`src/rtl/core/pwmsc_pkg.sv`:
```
`default_nettype none
// ----------------------------------------------------------------------------
// pwmsc_pkg
// Shared widths, defaults, cell control bundle and saturating add for the
// position weight matrix window scorer.
// ----------------------------------------------------------------------------
package pwmsc_pkg;

    localparam int SCORE_W       = 21;
    localparam int WEIGHT_W      = 16;
    localparam int SYMBOL_W      = 2;
    localparam int POSITION_W    = 5;
    localparam int LEN_W         = 6;

    localparam int MAX_MOTIF_DEF = 32;
    localparam int ALPHABET_DEF  = 4;

    localparam logic [LEN_W-1:0] LEN_RESET = LEN_W'(32);

    // Input item kinds.
    localparam logic KIND_SYMBOL = 1'b0;
    localparam logic KIND_WEIGHT = 1'b1;

    localparam logic signed [SCORE_W-1:0] SCORE_MAX = {1'b0, {(SCORE_W-1){1'b1}}};
    localparam logic signed [SCORE_W-1:0] SCORE_MIN = {1'b1, {(SCORE_W-1){1'b0}}};

    // Control and data broadcast from the top level to every cell.
    typedef struct packed {
        logic                       shift;
        logic                       wr_en;
        logic [SYMBOL_W-1:0]        symbol;
        logic [POSITION_W-1:0]      position;
        logic signed [WEIGHT_W-1:0] weight;
    } t_cell_ctrl;

    // Add a weight to a partial sum, clamp to the score range.
    function automatic logic signed [SCORE_W-1:0] sat_add(
        input logic signed [SCORE_W-1:0]  a,
        input logic signed [WEIGHT_W-1:0] w
    );
        logic signed [SCORE_W:0] s;
        s = (SCORE_W+1)'(a) + (SCORE_W+1)'(w);
        if (s > (SCORE_W+1)'(SCORE_MAX)) begin
            sat_add = SCORE_MAX;
        end else if (s < (SCORE_W+1)'(SCORE_MIN)) begin
            sat_add = SCORE_MIN;
        end else begin
            sat_add = s[SCORE_W-1:0];
        end
    endfunction

endpackage
`default_nettype wire

```
`src/rtl/core/pwmsc_cell.sv`:
```
`default_nettype none
// ----------------------------------------------------------------------------
// pwmsc_cell
// One motif position: holds its weight row and one partial sum, adds the
// weight of the incoming symbol and hands the sum to the next cell.
// ----------------------------------------------------------------------------
module pwmsc_cell #(
    parameter int CELL_IDX = 0,
    parameter int ALPHABET = pwmsc_pkg::ALPHABET_DEF
) (
    input  wire                                      i_clk,
    input  wire                                      i_rst_n,
    input  wire pwmsc_pkg::t_cell_ctrl               i_ctrl,
    input  wire logic signed [pwmsc_pkg::SCORE_W-1:0] i_sum,
    output logic signed [pwmsc_pkg::SCORE_W-1:0]     o_sum
);

    localparam int IDX_W = (ALPHABET > 1) ? $clog2(ALPHABET) : 1;

    logic signed [pwmsc_pkg::WEIGHT_W-1:0] r_weight [ALPHABET];
    logic signed [pwmsc_pkg::SCORE_W-1:0]  r_sum;

    logic [IDX_W-1:0]                      sym_idx;
    logic                                  sym_ok;
    logic                                  wr_hit;
    logic signed [pwmsc_pkg::WEIGHT_W-1:0] w_sel;

    assign sym_idx = IDX_W'(i_ctrl.symbol);
    assign sym_ok  = (32'(i_ctrl.symbol) < ALPHABET);
    assign wr_hit  = i_ctrl.wr_en && sym_ok && (32'(i_ctrl.position) == CELL_IDX);

    // Out-of-alphabet symbols contribute nothing.
    assign w_sel = sym_ok ? r_weight[sym_idx] : '0;
    assign o_sum = pwmsc_pkg::sat_add(r_sum, w_sel);

    always_ff @(posedge i_clk) begin
        if (wr_hit) begin
            r_weight[sym_idx] <= i_ctrl.weight;
        end
    end

    always_ff @(posedge i_clk) begin
        if (!i_rst_n) begin
            r_sum <= '0;
        end else if (i_ctrl.shift) begin
            r_sum <= i_sum;
        end
    end

endmodule
`default_nettype wire

```
`config.mk`:
```
export PLATFORM = sky130hd
export DESIGN_NAME = pwmsc_cell
export DESIGN_NICKNAME = d
export VERILOG_FILES = /design/src/rtl/core/pwmsc_pkg.sv /design/src/rtl/core/pwmsc_cell.sv
export SDC_FILE = /design/constraint.sdc
export NUM_CORES = 1
export LEC_CHECK = 0
export BUFFER_PORTS_ARGS = -buffer_cell sky130_fd_sc_hd__buf_2
export CAP_MARGIN = 10
export CELL_PAD_IN_SITES_DETAIL_PLACEMENT = 0
export CELL_PAD_IN_SITES_GLOBAL_PLACEMENT = 1
export CORE_ASPECT_RATIO = 1.1
export CORE_MARGIN = 5
export CORE_UTILIZATION = 46
export DETAILED_ROUTE_END_ITERATION = 8
export HOLD_SLACK_MARGIN = 0.02
export PLACE_DENSITY = 0.86
export SLEW_MARGIN = 30
export SYNTH_ARGS = -nofsm -noshare
export SYNTH_HDL_FRONTEND = slang
export SYNTH_SLANG_ARGS = --single-unit
```
`constraint.sdc`:
```
create_clock -name i_clk -period 5.32 [get_ports i_clk]
set_input_delay 0.798 -clock i_clk [delete_from_list [all_inputs] [get_ports i_clk]]
set_output_delay 0.798 -clock i_clk [all_outputs]
set_load 0.05 [all_outputs]
```
==> impl_metrics.env <==
export IMPL_path_class="input port to primary output"
export IMPL_startpoint="i_ctrl[21]"
export IMPL_synthTopCellsByArea="edfxtp_1, dfxtp_1, mux4_2"
export IMPL_finalHoldViolCount=0
export IMPL_wl_met2_um=4570
export IMPL_worstPathArrival_ns=4.34
export IMPL_r2r_start="r_sum[1]$_SDFFE_PN0P_"
export IMPL_period_share=0.965
export IMPL_port_buffers=68
export IMPL_cts_hold_buf=0
export IMPL_postSynthRegisterBits=85
export IMPL_hold_ws_ns=0.532
export IMPL_nNetsFinal=478
export IMPL_via_count=2892
export IMPL_synth_top_area_share=0.437
export IMPL_crit_fanout=15
export IMPL_synth_top_family_by_area="multiplexers"
export IMPL_yosysWarningCount=0
export IMPL_synth_compound_area_frac=0.108
export IMPL_drive_above_1_share=0.291
export IMPL_holdCritStartpoint="r_sum[16]$_SDFFE_PN0P_"
export IMPL_synth_top_flop_cell="edfxtp_1"
export IMPL_setup_violations=0
export IMPL_cts_resized=0
export IMPL_grt_max_degree=22
export IMPL_clkSlewWorstSetupHoldPaths_ns=0.09
export IMPL_maxSlewHeadroom=0.436
export IMPL_ff2ff_setup_slack_ns=4.64
export IMPL_post_cts_buffers=0
export IMPL_grt_pass1_vias=2921
export IMPL_synthSimpleGateAreaFrac=0.0942
export IMPL_syn_avg_cell_area_um2=13.0
export IMPL_power_density_nw_per_um2=322
export IMPL_dp_hpwl_um=7080
export IMPL_die_w_um=103
export IMPL_slew_viol_final=0
export IMPL_finalClockSkew_ns=0
export IMPL_avgRoutedWirePerCell_um=17.5
export IMPL_critPathMostFrequentCell="buf_2"
export IMPL_fp_row_count=37
export IMPL_start_util=0.470
export IMPL_clock_sinks=85
export IMPL_worstMarginPinSlew_ns=0.842
export IMPL_antenna_found_initial=0
export IMPL_drc_errors=0
export IMPL_wirelength_met1_um=4120
export IMPL_top_layer_used="met4"
export IMPL_clockRootBuffer="clkbuf_8"
export IMPL_status="completed"
export IMPL_ioPinCount=69
export IMPL_clock_fmax_mhz=195
export IMPL_seq_area_frac_synth=0.533
export IMPL_syn_instance_count=338
export IMPL_cts_buffers=9
export IMPL_crit_chain="buf_2, mux4_2, ha_1, and3_1, a221oi_2, o31ai_2, a41oi_4, o311ai_0, maj3_1, buf_2"
export IMPL_slowest_stage="mux4_2"
export IMPL_antenna_cells=0
export IMPL_area_delta_synth_final_pct=15.3
export IMPL_synth_fa_ha_area_frac=0.0689
export IMPL_insertion_delay_ns=0.35
export IMPL_fp_dieArea_um2=11600
export IMPL_cp_start_kind="input port"
export IMPL_hold_class="flop to flop"
export IMPL_cpPeakStageDelay_ns=0.59
export IMPL_nFillCells=818
export IMPL_p_leak_nw=2.00
export IMPL_synth_xor_area_frac=0.0376
export IMPL_ant_nets=0
export IMPL_max_cap_viol_count=0
export IMPL_cp_data_required_time_ns=4.52
export IMPL_grt_usage=0.167
export IMPL_synth_edf_count=64
export IMPL_synthMuxAreaShare=0.130
export IMPL_power_w=0.00163
export IMPL_place_gp_congestion=0.884
export IMPL_netlist_area_um2=4400
export IMPL_coreArea_um2=9350
export IMPL_ys_types=48
export IMPL_period_needed_ns=5.13
export IMPL_totalWireLength_um=9290
export IMPL_firstDrtPassIters=4
export IMPL_gr_total_overflow=0
export IMPL_end_kind="primary output"
export IMPL_viasPerCell=5.46
export IMPL_rsz0062_at_grt="no"
export IMPL_h_tree_depth=3
export IMPL_synthArstFlopShare=0
export IMPL_clock_path_buffers=2
export IMPL_grt_first_pass_wirelength_um=14900
export IMPL_cts_tree="yes"
export IMPL_synth_top_area_cell="edfxtp_1"
export IMPL_fp_dieH_um=113
export IMPL_syn_nets=408
export IMPL_dr_wl_met3_um=421
export IMPL_ir_drop_uv=121
export IMPL_drt_iter0_markers=133
[worst max-delay path: cells and delay by family]
family	cells	cell delay, ns
compound gates	4	1.31
fa+ha+maj	2	0.75
buf+inv	2	0.68
mux	1	0.59
simple gates	1	0.21
[worst paths after layout]
check,endpoint,depth (start not counted)
setup / recovery,o_sum[15],10
hold / removal,r_sum[16]$_SDFFE_PN0P_,2
hold reg to reg,r_sum[16]$_SDFFE_PN0P_,2
setup reg to reg,r_sum[1]$_SDFFE_PN0P_,2
[metal layers]
layer | GRT usage | vias up
li1 | - | 1430
met1 | 0.221 | 1386
met5 | 0 | -
met3 | 0.0292 | 14
met4 | 0.0587 | 0
met2 | 0.275 | 62
[cells by family (layout without fill, tap and decap cells)]
group	Yosys count	after routing
flip-flops	85	85
AND/OR/NAND/NOR	75	75
AO/OA/AOI/OAI	73	73
multiplexers	37	37
buffers and inverters	26	101
adder cells (fa/ha/maj)	24	24
XOR/XNOR	18	18
[cell type report]
class | count | area (µm²) | share of cell area
Sequential cell | 85 | 2340 | 0.462
Inverter | 10 | 37.5 | 0.00741
Clock buffer | 9 | 124 | 0.0245
Multi-Input combinational cell | 227 | 1950 | 0.385
Timing Repair Buffer | 75 | 393 | 0.0776
Clock inverter | 7 | 73.8 | 0.0146
Tap cell | 117 | 146 | 0.0289
[power breakdown]
group          internal, W  leakage, nW  switching [W]  total, W
combinational     0.000135         1.15       0.000316  0.000450
clock             0.000186        0.101       0.000264  0.000450
sequential        0.000722        0.749     0.00000689  0.000729
[cell usage after synthesis, types with 2 or more instances]
cell type / count
nand3_1: 4
xor2_1: 9
dfxtp_1: 21
nand2_1: 13
and2_1: 2
maj3_1: 2
a21oi_1: 31
a31oi_1: 6
clkbuf_1: 7
inv_1: 10
nor2_1: 13
a21o_1: 8
nor3_1: 4
nor4_1: 3
and3_1: 4
nand4_1: 3
mux2i_1: 21
xnor2_1: 8
buf_2: 3
o21ai_1: 2
ha_1: 21
buf_6: 3
o21bai_1: 2
a221oi_1: 2
buf_1: 3
o21ai_0: 12
nor2b_1: 22
mux4_2: 16
edfxtp_1: 64
[metrics by stage]
stage	setup WS, ns	instance area, µm²	util	setup TNS [ns]	cells
floorplan	-0.174	4400	-	-0.348	338
global placement	0.0995	4870	0.521	0	514
detailed placement	0.191	4870	0.521	0	514
CTS	0.181	5070	0.542	0	530
global route	0.0178	5070	0.542	0	530
finish	0.187	5070	0.542	0	530
[flip-flops by register name, indices dropped and copies added (netlist names)]
name	cells
r_weight	64
r_sum	21
[cells in the final DEF (no fill, tap or decap), types with 2 or more instances in the layout]
master    instances
buf_2            68
edfxtp_1         64
a21oi_1          31
nor2b_1          22
mux2i_1          21
ha_1             21
dfxtp_1          21
mux4_2           16
nand2_1          13
nor2_1           13
inv_1            10
o21ai_0          10
xor2_1            9
clkbuf_8          9
a21o_1            8
xnor2_1           8
buf_4             7
a31oi_1           6
and3_1            4
nand3_1           4
o21ai_1           4
nor3_2            4
nand4_1           3
nor4_1            3
inv_6             3
a221oi_1          2
o21bai_1          2
and2_1            2
maj3_1            2
inv_8             2
Note: power is estimated with default switching activity, not from simulation.
